### config.mk
export PLATFORM = sky130hd
export DESIGN_NAME = frame_change_rectangle_core_flat
export DESIGN_NICKNAME = d
export VERILOG_FILES = /design/src/sv/fcr_pkg.sv /design/src/sv/fcr_in_if.sv /design/src/sv/fcr_out_if.sv /design/src/sv/fcr_accum.sv /design/src/sv/fcr_decide.sv /design/src/sv/frame_change_rectangle_core.sv /design/src/flat_wrapper.sv
export SDC_FILE = /design/constraint.sdc
export NUM_CORES = 1
export LEC_CHECK = 0
export BUFFER_PORTS_ARGS = -buffer_cell sky130_fd_sc_hd__buf_2
export CORE_MARGIN = 10
export CORE_UTILIZATION = 56
export DETAILED_ROUTE_END_ITERATION = 8
export PLACE_DENSITY = 0.86
export SKIP_LAST_GASP = 1
export SLEW_MARGIN = 10
export SYNTH_ARGS = -nofsm -noshare
export SYNTH_HDL_FRONTEND = slang
export SYNTH_HIERARCHICAL = 1
export SYNTH_SLANG_ARGS = --single-unit
### constraint.sdc
create_clock -name clk_i -period 12.8 [get_ports clk_i]
set_input_delay 0.64 -clock clk_i [delete_from_list [all_inputs] [get_ports clk_i]]
set_output_delay 0.64 -clock clk_i [all_outputs]
set_load 0.05 [all_outputs]
### src/sv/fcr_pkg.sv
// fcr_pkg: shared widths, constants and types of the frame change rectangle block
// no dependencies; used by the interfaces and every module of the block

package fcr_pkg;

  localparam int PixW   = 32;
  localparam int CoordW = 12;
  localparam int BoxW   = 13;
  localparam int CountW = 25;
  localparam int AreaW  = 25;
  localparam int ProdW  = 2 * BoxW;

  // canvas limit, coordinates at or beyond it never count as changed
  localparam int MaxDim = 4096;

  localparam logic [PixW-1:0]   CmpMask   = 32'hfffe_fefe;
  localparam logic [PixW-1:0]   AlphaMask = 32'hff00_0000;
  localparam logic [BoxW-1:0]   CoordSent = '1;
  localparam logic [CountW-1:0] CountMax  = '1;

  // box and counters as they stand after the last beat of a frame pair
  typedef struct packed {
    logic [BoxW-1:0]   box_left;
    logic [BoxW-1:0]   box_top;
    logic [BoxW-1:0]   box_right;
    logic [BoxW-1:0]   box_bottom;
    logic [CountW-1:0] change_total;
    logic              all_opaque;
  } summary_t;

  typedef struct packed {
    logic              frame_same;
    logic              keep_previous;
    logic              rect_replaced;
    logic [CoordW-1:0] rect_left;
    logic [CoordW-1:0] rect_top;
    logic [BoxW-1:0]   rect_right;
    logic [BoxW-1:0]   rect_bottom;
    logic [CountW-1:0] changed_count;
  } result_t;

endpackage

### src/sv/fcr_in_if.sv
// fcr_in_if: pixel pair channel, valid/ready handshake plus payload
// depends on fcr_pkg for field widths

interface fcr_in_if;
  logic                         valid;
  logic                         ready;
  logic [fcr_pkg::PixW-1:0]     prev_pixel;
  logic [fcr_pkg::PixW-1:0]     cur_pixel;
  logic [fcr_pkg::CoordW-1:0]   pos_x;
  logic [fcr_pkg::CoordW-1:0]   pos_y;
  logic [fcr_pkg::AreaW-1:0]    cur_area;
  logic                         last;

  modport source (
    output valid, prev_pixel, cur_pixel, pos_x, pos_y, cur_area, last,
    input  ready
  );
  modport sink (
    input  valid, prev_pixel, cur_pixel, pos_x, pos_y, cur_area, last,
    output ready
  );
endinterface

### src/sv/fcr_out_if.sv
// fcr_out_if: decision channel, valid/ready handshake plus payload
// depends on fcr_pkg for field widths

interface fcr_out_if;
  logic                         valid;
  logic                         ready;
  logic                         frame_same;
  logic                         keep_previous;
  logic                         rect_replaced;
  logic [fcr_pkg::CoordW-1:0]   rect_left;
  logic [fcr_pkg::CoordW-1:0]   rect_top;
  logic [fcr_pkg::BoxW-1:0]     rect_right;
  logic [fcr_pkg::BoxW-1:0]     rect_bottom;
  logic [fcr_pkg::CountW-1:0]   changed_count;

  modport source (
    output valid, frame_same, keep_previous, rect_replaced, rect_left, rect_top,
           rect_right, rect_bottom, changed_count,
    input  ready
  );
  modport sink (
    input  valid, frame_same, keep_previous, rect_replaced, rect_left, rect_top,
           rect_right, rect_bottom, changed_count,
    output ready
  );
endinterface

### src/sv/fcr_accum.sv
// fcr_accum: per-pixel change test and running bounding box, count and opacity
// depends on fcr_pkg

module fcr_accum (
  input  logic                        clk_i,
  input  logic                        rst_ni,
  input  logic                        beat_i,
  input  logic                        last_i,
  input  logic [fcr_pkg::PixW-1:0]    prev_pixel_i,
  input  logic [fcr_pkg::PixW-1:0]    cur_pixel_i,
  input  logic [fcr_pkg::CoordW-1:0]  pos_x_i,
  input  logic [fcr_pkg::CoordW-1:0]  pos_y_i,
  output fcr_pkg::summary_t           sum_o
);

  fcr_pkg::summary_t sum_q, sum_d, upd;
  logic                       in_canvas;
  logic                       changed;
  logic [fcr_pkg::BoxW-1:0]   x_ext, y_ext, x_end, y_end;

  assign in_canvas = (32'(pos_x_i) < fcr_pkg::MaxDim) && (32'(pos_y_i) < fcr_pkg::MaxDim);
  assign changed   = in_canvas && (((prev_pixel_i ^ cur_pixel_i) & fcr_pkg::CmpMask) != '0);

  assign x_ext = fcr_pkg::BoxW'(pos_x_i);
  assign y_ext = fcr_pkg::BoxW'(pos_y_i);
  assign x_end = x_ext + fcr_pkg::BoxW'(1);
  assign y_end = y_ext + fcr_pkg::BoxW'(1);

  always_comb begin
    upd = sum_q;
    if (changed) begin
      if (x_ext < sum_q.box_left)   upd.box_left   = x_ext;
      if (y_ext < sum_q.box_top)    upd.box_top    = y_ext;
      if (x_end > sum_q.box_right)  upd.box_right  = x_end;
      if (y_end > sum_q.box_bottom) upd.box_bottom = y_end;
      if (sum_q.change_total != fcr_pkg::CountMax) begin
        upd.change_total = sum_q.change_total + fcr_pkg::CountW'(1);
      end
      if ((cur_pixel_i & fcr_pkg::AlphaMask) != fcr_pkg::AlphaMask) upd.all_opaque = 1'b0;
    end
  end

  always_comb begin
    sum_d = sum_q;
    if (beat_i) begin
      if (last_i) begin
        sum_d.box_left     = fcr_pkg::CoordSent;
        sum_d.box_top      = fcr_pkg::CoordSent;
        sum_d.box_right    = '0;
        sum_d.box_bottom   = '0;
        sum_d.change_total = '0;
        sum_d.all_opaque   = 1'b1;
      end else begin
        sum_d = upd;
      end
    end
  end

  always_ff @(posedge clk_i or negedge rst_ni) begin
    if (!rst_ni) begin
      sum_q.box_left     <= fcr_pkg::CoordSent;
      sum_q.box_top      <= fcr_pkg::CoordSent;
      sum_q.box_right    <= '0;
      sum_q.box_bottom   <= '0;
      sum_q.change_total <= '0;
      sum_q.all_opaque   <= 1'b1;
    end else begin
      sum_q <= sum_d;
    end
  end

  // state including the current beat, taken by the decision stage on last
  assign sum_o = upd;

endmodule

### src/sv/fcr_decide.sv
// fcr_decide: box area, blend cost and rectangle decision for one frame pair
// depends on fcr_pkg

module fcr_decide (
  input  fcr_pkg::summary_t          sum_i,
  input  logic [fcr_pkg::AreaW-1:0]  cur_area_i,
  output fcr_pkg::result_t           res_o
);

  logic                        empty;
  logic [fcr_pkg::BoxW-1:0]    width, height;
  logic [fcr_pkg::ProdW-1:0]   prod, over, best;
  logic [fcr_pkg::ProdW:0]     cost;
  logic                        small_enough;

  assign empty  = sum_i.box_left >= sum_i.box_right;
  assign width  = sum_i.box_right - sum_i.box_left;
  assign height = sum_i.box_bottom - sum_i.box_top;
  assign prod   = fcr_pkg::ProdW'(width) * fcr_pkg::ProdW'(height);
  assign over   = prod - fcr_pkg::ProdW'(1);

  // a translucent change cannot be blended, cost is the full box then
  always_comb begin
    best = over;
    if (sum_i.all_opaque && (fcr_pkg::ProdW'(sum_i.change_total) < over)) begin
      best = fcr_pkg::ProdW'(sum_i.change_total);
    end
  end

  assign cost         = {1'b0, best} + (fcr_pkg::ProdW + 1)'(1);
  assign small_enough = cost < (fcr_pkg::ProdW + 1)'(cur_area_i);

  always_comb begin
    res_o               = '0;
    res_o.changed_count = sum_i.change_total;
    if (empty) begin
      res_o.frame_same    = 1'b1;
      res_o.keep_previous = 1'b1;
      res_o.rect_replaced = 1'b1;
      res_o.rect_right    = fcr_pkg::BoxW'(1);
      res_o.rect_bottom   = fcr_pkg::BoxW'(1);
    end else if (small_enough) begin
      res_o.keep_previous = 1'b1;
      res_o.rect_replaced = 1'b1;
      res_o.rect_left     = sum_i.box_left[fcr_pkg::CoordW-1:0];
      res_o.rect_top      = sum_i.box_top[fcr_pkg::CoordW-1:0];
      res_o.rect_right    = sum_i.box_right;
      res_o.rect_bottom   = sum_i.box_bottom;
    end
  end

endmodule

### src/sv/frame_change_rectangle_core.sv
// frame_change_rectangle_core: top level of the frame change rectangle block
// depends on fcr_pkg, fcr_in_if, fcr_out_if, fcr_accum and fcr_decide
//
// usage
//   in_i carries one pixel pair per beat (previous and current pixel, its
//   position and the current frame's area); the beat with last set closes a
//   frame pair. out_o carries exactly one decision beat per frame pair.
// throughput
//   one pixel pair per cycle while in_i.ready is high (see stall); the running box, count and opacity flag are
//   updated by a single min/max/increment step per beat.
// decision path
//   the accepting edge of the last beat loads the summary register; once the
//   output slot frees, the area multiply and cost compare are loaded into the
//   output register, which drives out_o.
// reset
//   rst_ni clears the running state to an empty box, zero count, all opaque,
//   and drops both pipeline valids.
// stall
//   a held decision sits in the output register while a second one can wait
//   in the summary register; while both are occupied and out_o.ready is low,
//   in_i.ready is low for every beat, last or not.

module frame_change_rectangle_core (
  input  logic       clk_i,
  input  logic       rst_ni,
  fcr_in_if.sink     in_i,
  fcr_out_if.source  out_o
);

  logic                        in_beat;
  logic                        last_beat;
  logic                        b_adv;
  fcr_pkg::summary_t           acc_sum;
  fcr_pkg::result_t            dec_res;

  // summary stage
  logic                        b_vld_q, b_vld_d;
  fcr_pkg::summary_t           b_sum_q;
  logic [fcr_pkg::AreaW-1:0]   b_area_q;

  // output stage
  logic                        o_vld_q, o_vld_d;
  fcr_pkg::result_t            o_res_q;

  // output slot frees when empty or being drained
  assign b_adv     = !o_vld_q || out_o.ready;
  assign in_i.ready = !b_vld_q || b_adv;
  assign in_beat   = in_i.valid && in_i.ready;
  assign last_beat = in_beat && in_i.last;

  fcr_accum u_accum (
    .clk_i        (clk_i),
    .rst_ni       (rst_ni),
    .beat_i       (in_beat),
    .last_i       (in_i.last),
    .prev_pixel_i (in_i.prev_pixel),
    .cur_pixel_i  (in_i.cur_pixel),
    .pos_x_i      (in_i.pos_x),
    .pos_y_i      (in_i.pos_y),
    .sum_o        (acc_sum)
  );

  fcr_decide u_decide (
    .sum_i      (b_sum_q),
    .cur_area_i (b_area_q),
    .res_o      (dec_res)
  );

  always_comb begin
    b_vld_d = b_vld_q;
    if (last_beat) begin
      b_vld_d = 1'b1;
    end else if (b_adv) begin
      b_vld_d = 1'b0;
    end
    o_vld_d = b_adv ? b_vld_q : o_vld_q;
  end

  always_ff @(posedge clk_i or negedge rst_ni) begin
    if (!rst_ni) begin
      b_vld_q <= 1'b0;
      o_vld_q <= 1'b0;
    end else begin
      b_vld_q <= b_vld_d;
      o_vld_q <= o_vld_d;
    end
  end

  // payload registers, no reset needed
  always_ff @(posedge clk_i) begin
    if (last_beat) begin
      b_sum_q  <= acc_sum;
      b_area_q <= in_i.cur_area;
    end
    if (b_adv && b_vld_q) begin
      o_res_q <= dec_res;
    end
  end

  assign out_o.valid         = o_vld_q;
  assign out_o.frame_same    = o_res_q.frame_same;
  assign out_o.keep_previous = o_res_q.keep_previous;
  assign out_o.rect_replaced = o_res_q.rect_replaced;
  assign out_o.rect_left     = o_res_q.rect_left;
  assign out_o.rect_top      = o_res_q.rect_top;
  assign out_o.rect_right    = o_res_q.rect_right;
  assign out_o.rect_bottom   = o_res_q.rect_bottom;
  assign out_o.changed_count = o_res_q.changed_count;

  // a taken last beat always lands in the summary stage
  a_last_to_summary: assert property (@(posedge clk_i) disable iff (!rst_ni)
    last_beat |=> b_vld_q)
    else $error("last beat did not reach summary stage");

  // a waiting summary moves to the output as soon as the output slot frees
  a_summary_moves: assert property (@(posedge clk_i) disable iff (!rst_ni)
    (b_vld_q && b_adv) |=> o_vld_q)
    else $error("summary not moved to output");

  // unchanged frame means zero count and a kept, replaced rectangle
  a_same_consistent: assert property (@(posedge clk_i) disable iff (!rst_ni)
    (o_vld_q && o_res_q.frame_same) |->
      (o_res_q.changed_count == '0 && o_res_q.keep_previous && o_res_q.rect_replaced))
    else $error("inconsistent same-frame decision");

  // keep and replace always go together
  a_keep_replace: assert property (@(posedge clk_i) disable iff (!rst_ni)
    o_vld_q |-> (o_res_q.keep_previous == o_res_q.rect_replaced))
    else $error("keep_previous and rect_replaced disagree");

  // a rectangle that is not used reads as zero
  a_unused_rect_zero: assert property (@(posedge clk_i) disable iff (!rst_ni)
    (o_vld_q && !o_res_q.rect_replaced) |->
      (o_res_q.rect_left == '0 && o_res_q.rect_top == '0 &&
       o_res_q.rect_right == '0 && o_res_q.rect_bottom == '0))
    else $error("unused rectangle not zero");

endmodule

### src/flat_wrapper.sv
// flat-port wrapper written by rule: the top's interface ports become plain ports
module frame_change_rectangle_core_flat 
  (clk_i, rst_ni, in_i_valid, in_i_prev_pixel, in_i_cur_pixel, in_i_pos_x, in_i_pos_y, in_i_cur_area, in_i_last, in_i_ready, out_o_valid, out_o_frame_same, out_o_keep_previous, out_o_rect_replaced, out_o_rect_left, out_o_rect_top, out_o_rect_right, out_o_rect_bottom, out_o_changed_count, out_o_ready);
  fcr_in_if in_i_i ();
  fcr_out_if out_o_i ();
  input  logic clk_i;
  input  logic rst_ni;
  input wire logic [$bits(in_i_i.valid)-1:0] in_i_valid;
  input wire logic [$bits(in_i_i.prev_pixel)-1:0] in_i_prev_pixel;
  input wire logic [$bits(in_i_i.cur_pixel)-1:0] in_i_cur_pixel;
  input wire logic [$bits(in_i_i.pos_x)-1:0] in_i_pos_x;
  input wire logic [$bits(in_i_i.pos_y)-1:0] in_i_pos_y;
  input wire logic [$bits(in_i_i.cur_area)-1:0] in_i_cur_area;
  input wire logic [$bits(in_i_i.last)-1:0] in_i_last;
  output wire logic [$bits(in_i_i.ready)-1:0] in_i_ready;
  output wire logic [$bits(out_o_i.valid)-1:0] out_o_valid;
  output wire logic [$bits(out_o_i.frame_same)-1:0] out_o_frame_same;
  output wire logic [$bits(out_o_i.keep_previous)-1:0] out_o_keep_previous;
  output wire logic [$bits(out_o_i.rect_replaced)-1:0] out_o_rect_replaced;
  output wire logic [$bits(out_o_i.rect_left)-1:0] out_o_rect_left;
  output wire logic [$bits(out_o_i.rect_top)-1:0] out_o_rect_top;
  output wire logic [$bits(out_o_i.rect_right)-1:0] out_o_rect_right;
  output wire logic [$bits(out_o_i.rect_bottom)-1:0] out_o_rect_bottom;
  output wire logic [$bits(out_o_i.changed_count)-1:0] out_o_changed_count;
  input wire logic [$bits(out_o_i.ready)-1:0] out_o_ready;
  assign in_i_i.valid = in_i_valid;
  assign in_i_i.prev_pixel = in_i_prev_pixel;
  assign in_i_i.cur_pixel = in_i_cur_pixel;
  assign in_i_i.pos_x = in_i_pos_x;
  assign in_i_i.pos_y = in_i_pos_y;
  assign in_i_i.cur_area = in_i_cur_area;
  assign in_i_i.last = in_i_last;
  assign in_i_ready = in_i_i.ready;
  assign out_o_valid = out_o_i.valid;
  assign out_o_frame_same = out_o_i.frame_same;
  assign out_o_keep_previous = out_o_i.keep_previous;
  assign out_o_rect_replaced = out_o_i.rect_replaced;
  assign out_o_rect_left = out_o_i.rect_left;
  assign out_o_rect_top = out_o_i.rect_top;
  assign out_o_rect_right = out_o_i.rect_right;
  assign out_o_rect_bottom = out_o_i.rect_bottom;
  assign out_o_changed_count = out_o_i.changed_count;
  assign out_o_i.ready = out_o_ready;
  frame_change_rectangle_core u_core (.clk_i(clk_i), .rst_ni(rst_ni), .in_i(in_i_i), .out_o(out_o_i));
endmodule
==> flow_metrics.env, run 1 <==
export IMPL_synth_most_common_cell="inv_1"
export IMPL_placed_area_mm2=0.02568
export IMPL_core_mm2=0.04195
export IMPL_finalCritPeriodShare_pct=104.7
export IMPL_startpoint="u_core/b_sum_q[27]"
export IMPL_dp_slack_ns=-0.4759
export IMPL_ys_seq_area_share_pct=31.46
export IMPL_initial_core_util_pct=56.61
export IMPL_dr_total_vias=20310
export IMPL_cpMaxStageDelayCell="fa_1"
export IMPL_rr_endpoint="u_core/out_o.rect_bottom[1]"
export IMPL_hold_path_class="in -> async"
export IMPL_cts_path_max_buffers=3
export IMPL_synth_distinct_cells=97
export IMPL_synthArstFlopShare_pct=30.65
export IMPL_worst_pin_slew_ns=1.056
export IMPL_diodes=0
export IMPL_gp_congestion=0.9566
export IMPL_crit_path_start_kind="flop"
export IMPL_drc=0
export IMPL_syn_area_per_cell_um2=9.865
export IMPL_critPathMaxStageDelay_ns=0.57
export IMPL_rsz0062_at_grt="true"
export IMPL_grt_pass1_wl_mm=109.1
export IMPL_grt_use_total_pct=26.79
export IMPL_ant_nets=0
export IMPL_cap_viol_max_count=0
export IMPL_overflow=0
export IMPL_r2r_slack_ns=-0.61
export IMPL_ys_flop_type="edfxtp_1"
export IMPL_failed_checks="setup timing"
export IMPL_path_max_fanout=6
export IMPL_die_area_mm2=0.05104
export IMPL_routed_via_density=6.222
export IMPL_portBuffers=191
export IMPL_final_area_mm2=0.02807
export IMPL_cts_tree="yes"
export IMPL_setup_viol=52
export IMPL_drt_wl_total_mm=72.09
export IMPL_synth_top_area_share_pct=22.89
export IMPL_clk_pin_slew_ns=0.07
export IMPL_reg2reg_depth=62
export IMPL_yosys_top_cells_count="inv_1, ha_1, nand2_1"
export IMPL_drv_slew=0
export IMPL_clock_latency_ns=0.58
export IMPL_drt_iter0_markers=2377
export IMPL_htreeDepth=1
export IMPL_synth_area_top_cells="edfxtp_1, ha_1, fa_1"
export IMPL_wl_per_cell_um=22.09
export IMPL_slew_headroom_pct=29.58
export IMPL_die_height_um=225.9
export IMPL_dp_hpwl_mm=50.06
export IMPL_worst_ep_arrival_time_ns=13.68
export IMPL_drt_pre_antenna_iters=6
export IMPL_crit_reg2reg_launch="u_core/b_sum_q[27]"
export IMPL_cts_root_buf="clkbuf_16"
export IMPL_crit_end="u_core/out_o.rect_bottom[1]"
export IMPL_synth_area_leader_cell="edfxtp_1"
export IMPL_antenna_found_initial=0
export IMPL_nNetsFinal=3167
export IMPL_fmaxAchievable_mhz=74.59
export IMPL_min_period_ns=13.41
export IMPL_n_fill_cell=2950
export IMPL_area_delta_synth_final_pct=18.20
export IMPL_required_ns=13.07
export IMPL_end_kind="flop"
export IMPL_grt_max_degree=79
export IMPL_fin_skew_ns=0.02579
export IMPL_die_w_um=225.9
export IMPL_syn_inst=2407
export IMPL_rows=75
export IMPL_ys_ff_latch=261
export IMPL_yosysWarnings=6
export IMPL_cts_buffers=29
export IMPL_finalHoldViolations=0
export IMPL_status="finished with violations"
export IMPL_cpMostUsedCell="fa_1"
export IMPL_synth_edf_count=181
export IMPL_layout_drive_gt1_share_pct=26.24
export IMPL_synth_area_mm2=0.02375
export IMPL_grt_pass1_vias=20400
export IMPL_cts_sinks=261
export IMPL_io_pins=198
export IMPL_path_class="reg -> reg"
export IMPL_setup_ws_ns=-0.6072
export IMPL_synth_nets=2871
==> area by class of cell <==
class | instances | area, um^2 | share of cell area [%]
multi-input combinational | 1718 | 15210 | 54.19
sequential | 261 | 7471 | 26.62
timing repair buffer | 392 | 2653 | 9.451
inverter | 301 | 1130 | 4.025
clock buffer | 35 | 758.2 | 2.701
tap | 539 | 674.4 | 2.403
clock inverter | 18 | 170.2 | 0.6063
==> per-layer routing <==
metal / part of all wire [%] / up-vias / global-route usage [%] / wire [um]
met2: 49 / 1160 / 45.43 / 35290
met3: 9.4 / 244 / 4.942 / 6773
met4: 4.4 / 0 / 11.26 / 3165
met1: 37 / 9891 / 32.91 / 26860
li1: - / 9013 / - / -
met5: 0 / - / 0 / 0
==> kinds of logic (layout without fill, tap and decap cells) <==
| group | after synthesis | after routing | synth area share [%] |
|---|---|---|---|
| buffers and inverters | 429 | 746 | 7.899 |
| xor gates and xnor gates | 161 | 161 | 5.938 |
| DFF | 261 | 261 | 31.46 |
| muxes | 59 | 59 | 2.682 |
| and+or+nand+nor | 789 | 789 | 18.24 |
| AOI/OAI and AO/OA | 362 | 363 | 11.44 |
| adders and majority gates | 346 | 346 | 22.34 |
==> stage by stage <==
stage / std cells / TNS, ns / hold slack (ns) / util, %
3_5_place_dp: 3128 / -22.91 / 0.5054 / 61.22
3_3_place_gp: 3128 / -2.091 / 0.4966 / 61.22
4_1_cts: 3246 / -0.00008171 / 0.04185 / 65.73
2_1_floorplan: 2407 / 0 / 0.3444 / -
5_1_grt: 3264 / -43.28 / 0.05851 / 66.91
6_report: 3264 / -27.37 / 0.02602 / 66.91
==> worst max-delay path: cells and delay by family (launching register included) <==
kind	cells	cell delay (ns)
simple gates	15	2.27
flops	1	0.46
mux	2	0.39
compound gates	21	4.14
fa+ha+maj	11	4.24
buf+inv	11	1.04
xor+xnor	2	0.54
==> sequential cells by signal (all words and copies together), names as in the netlist <==
register                    count
u_core/out_o.rect_top          12
u_core/out_o.rect_right        13
u_core/out_o.rect_replaced      1
u_core/b_sum_q                 78
u_core/out_o.changed_count     25
u_core/u_accum/sum_q           78
u_core/out_o.keep_previous      1
u_core/b_vld_q                  1
u_core/out_o.rect_left         12
u_core/out_o.rect_bottom       13
u_core/b_area_q                25
u_core/out_o.frame_same         1
u_core/out_o.valid              1
==> cells in the final DEF (no fill, tap or decap), drive strengths merged, types with 27 or more instances in the layout <==
| cell | instances |
|---|---|
| ha | 216 |
| o21ai | 61 |
| fa | 130 |
| dfstp | 27 |
| xnor2 | 111 |
| nor4 | 45 |
| buf | 392 |
| nand3 | 71 |
| nand4 | 48 |
| dfrtp | 53 |
| nor2 | 161 |
| a21o | 32 |
| xor2 | 50 |
| inv | 303 |
| clkbuf | 35 |
| nand2 | 214 |
| a211oi | 28 |
| a21oi | 59 |
| mux2 | 34 |
| edfxtp | 181 |
| nor3 | 61 |
| nand2b | 53 |
==> worst min path at each step <==
stage / start / to / slack [ns] / cells past startpoint
after global routing: rst_ni / u_core/u_accum/sum_q[50] / 0.06 / 1
after detailed placement: u_core/u_accum/sum_q[77] / u_core/u_accum/sum_q[77] / 0.51 / 2
after floorplan: rst_ni / u_core/b_vld_q / 0.34 / 0
after CTS: rst_ni / u_core/u_accum/sum_q[46] / 0.04 / 1
final: rst_ni / u_core/u_accum/sum_q[39] / 0.03 / 1
after global placement: u_core/u_accum/sum_q[57] / u_core/u_accum/sum_q[57] / 0.50 / 2
==> what timing repair did <==
item	in CTS	in global routing
gates cloned	3	0
endpoints found under the setup margin	52	52
hold buffers	0	0
setup buffers	62	21
gates resized for setup	75	80
pin swaps	80	50
Power of run 1 is left out: the tool's default activity adds up to more than one toggle a clock period on the data nets, which glitch-free logic cannot reach.
==> run 2, diff against run 1 <==
--- a/config.mk
+++ b/config.mk
@@ -5,6 +5,7 @@
 export SDC_FILE = /design/constraint.sdc
 export NUM_CORES = 1
 export LEC_CHECK = 0
+export ABC_AREA = 1
 export BUFFER_PORTS_ARGS = -buffer_cell sky130_fd_sc_hd__buf_2
 export CORE_MARGIN = 10
 export CORE_UTILIZATION = 56
==> flow_metrics.env, run 2 <==
export IMPL_diodes=0
export IMPL_overflow=0
export IMPL_critPathMaxStageDelay_ns=0.55
export IMPL_path_max_fanout=24
export IMPL_layout_drive_gt1_share_pct=11.98
export IMPL_startpoint="u_core/b_sum_q[26]"
export IMPL_portBuffers=191
export IMPL_dp_slack_ns=0.5346
export IMPL_finalSetupTns_ns=0
export IMPL_ys_ff_latch=261
export IMPL_worst_pin_slew_ns=1.110
export IMPL_synth_area_top_cells="edfxtp_1, nand2_1, ha_1"
export IMPL_syn_area_per_cell_um2=7.782
export IMPL_yosys_top_cells_count="nand2_1, inv_1, nor2_1"
export IMPL_dp_hpwl_mm=46.92
export IMPL_htreeDepth=1
export IMPL_die_area_mm2=0.05145
export IMPL_worst_ep_arrival_time_ns=12.51
export IMPL_routed_via_density=5.414
export IMPL_core_mm2=0.04213
export IMPL_die_height_um=226.8
export IMPL_rows=75
export IMPL_finalCritPeriodShare_pct=94.50
export IMPL_ant_nets=0
export IMPL_r2r_slack_ns=0.70
export IMPL_cts_path_max_buffers=3
export IMPL_finalNonFillerCells=3779
export IMPL_gp_congestion=0.9574
export IMPL_min_period_ns=12.10
export IMPL_synth_nets=3542
export IMPL_grt_max_degree=84
export IMPL_n_fill_cell=3395
export IMPL_nNetsFinal=3682
export IMPL_cts_sinks=261
export IMPL_rsz0062_at_grt="false"
export IMPL_drt_wl_total_mm=62.80
export IMPL_grt_use_total_pct=24.25
export IMPL_synthSimpleGateAreaFrac_pct=28.21
export IMPL_cts_root_buf="clkbuf_16"
export IMPL_placed_cells=3726
export IMPL_cpMostUsedCell="nand2_1"
export IMPL_syn_inst=3078
export IMPL_synth_compound_area_share_pct=3.191
export IMPL_dr_total_vias=20460
export IMPL_area_delta_synth_final_pct=9.177
export IMPL_ctsHoldBuffers=0
export IMPL_setup_ws_ns=0.7046
export IMPL_cts_tree="yes"
export IMPL_required_ns=13.21
export IMPL_synth_top_area_share_pct=22.69
export IMPL_synthArstFlopShare_pct=30.65
export IMPL_muxShareOfSynthArea_pct=0
export IMPL_synth_distinct_cells=52
export IMPL_io_pins=198
export IMPL_initial_core_util_pct=56.85
export IMPL_crit_reg2reg_launch="u_core/b_sum_q[26]"
export IMPL_path_class="reg -> reg"
export IMPL_fin_skew_ns=0.01449
export IMPL_status="finished, final reports clean"
export IMPL_die_w_um=226.8
export IMPL_synth_top_family_by_area="simple AND/OR/NAND/NOR gates"
export IMPL_ys_seq_area_share_pct=31.19
export IMPL_slew_headroom_pct=26.01
export IMPL_crit_path_start_kind="flop"
export IMPL_setup_viol=0
export IMPL_fmaxAchievable_mhz=82.68
export IMPL_drt_pre_antenna_iters=7
export IMPL_finalHoldViolations=0
export IMPL_synth_area_leader_cell="edfxtp_1"
export IMPL_cts_buffers=28
export IMPL_clk_pin_slew_ns=0.07
export IMPL_grt_pass1_wl_mm=100.7
export IMPL_final_common_cell="nand2_1"
export IMPL_synth_fa_ha_area_share_pct=22.15
export IMPL_end_kind="flop"
export IMPL_yosysWarnings=6
export IMPL_antenna_found_initial=2
export IMPL_mostFrequentLayoutCells="nand2_1, inv_1, nor2_1"
export IMPL_drc=0
export IMPL_clock_latency_ns=0.57
export IMPL_synth_area_mm2=0.02395
export IMPL_synth_most_common_cell="nand2_1"
export IMPL_synthXorXnorAreaFrac_pct=4.424
export IMPL_grt_pass1_vias=20250
export IMPL_top_regs="u_core/b_sum_q x78, u_core/u_accum/sum_q x78"
export IMPL_hold_path_class="in -> async"
export IMPL_synth_edf_count=181
export IMPL_cpMaxStageDelayCell="fa_1"
export IMPL_ys_flop_type="edfxtp_1"
export IMPL_drv_slew=0
export IMPL_wl_per_cell_um=16.62
export IMPL_cap_viol_max_count=0
export IMPL_drt_iter0_markers=1954
run 2: cell type report:
type                    instances  area (um^2)  area share (%)
inverters                     520         1952           7.463
flip-flops and latches        261         7471           28.57
multi-input cells            2195        13940           53.31
clock inverters                21        234.0          0.8946
well taps                     539        674.4           2.579
clock buffers                  31        733.2           2.804
repair buffers                212         1146           4.382
run 2: worst paths after layout:
check,end,cells after the start
max in group asynchronous,u_core/u_accum/sum_q[16],2
worst max register to register,u_core/out_o.rect_right[11],63
worst max-delay path,u_core/out_o.rect_right[11],63
worst min-delay path,u_core/b_vld_q,1
min in group clk_i,u_core/b_area_q[3],1
worst min register to register,u_core/u_accum/sum_q[38],2
run 2: cells by family (layout without fill, tap and decap cells):
logic type,after synthesis,in the layout
buffers and inverters,622,784
AOI/OAI and AO/OA,134,134
adders and majority gates,346,346
DFF,261,261
and+or+nand+nor,1594,1594
xor gates and xnor gates,121,121
run 2: repair_timing:
action	CTS	global route
buffers inserted	0	0
setup endpoints to repair	0	52
resized for setup	0	8
run 2: worst max-delay path, delay by kind of cell (launching register included):
| family | cells | cell delay [ns] |
|---|---|---|
| fa+ha+maj | 12 | 4.81 |
| simple gates | 34 | 4.20 |
| buf+inv | 7 | 0.82 |
| compound gates | 7 | 1.05 |
| flops | 1 | 0.42 |
| xor+xnor | 3 | 0.63 |
run 2: layer usage:
| metal | track usage [%] | routed length [um] |
|---|---|---|
| met5 | 0 | 22 |
| met4 | 10.30 | 2666 |
| met3 | 4.561 | 5507 |
| met2 | 41.12 | 30440 |
| met1 | 29.70 | 24170 |
run 2: per-stage QoR:
stage	area (um^2)	hold slack (ns)	util (%)
final	26150	0.06010	62.07
after global routing	26150	0.08824	62.07
after CTS	26100	0.06555	61.94
after detailed placement	25130	0.4932	59.65
after global placement	25130	0.4935	59.65
after floorplan	23950	0.3444	-
Power of run 2 is left out for the same reason.
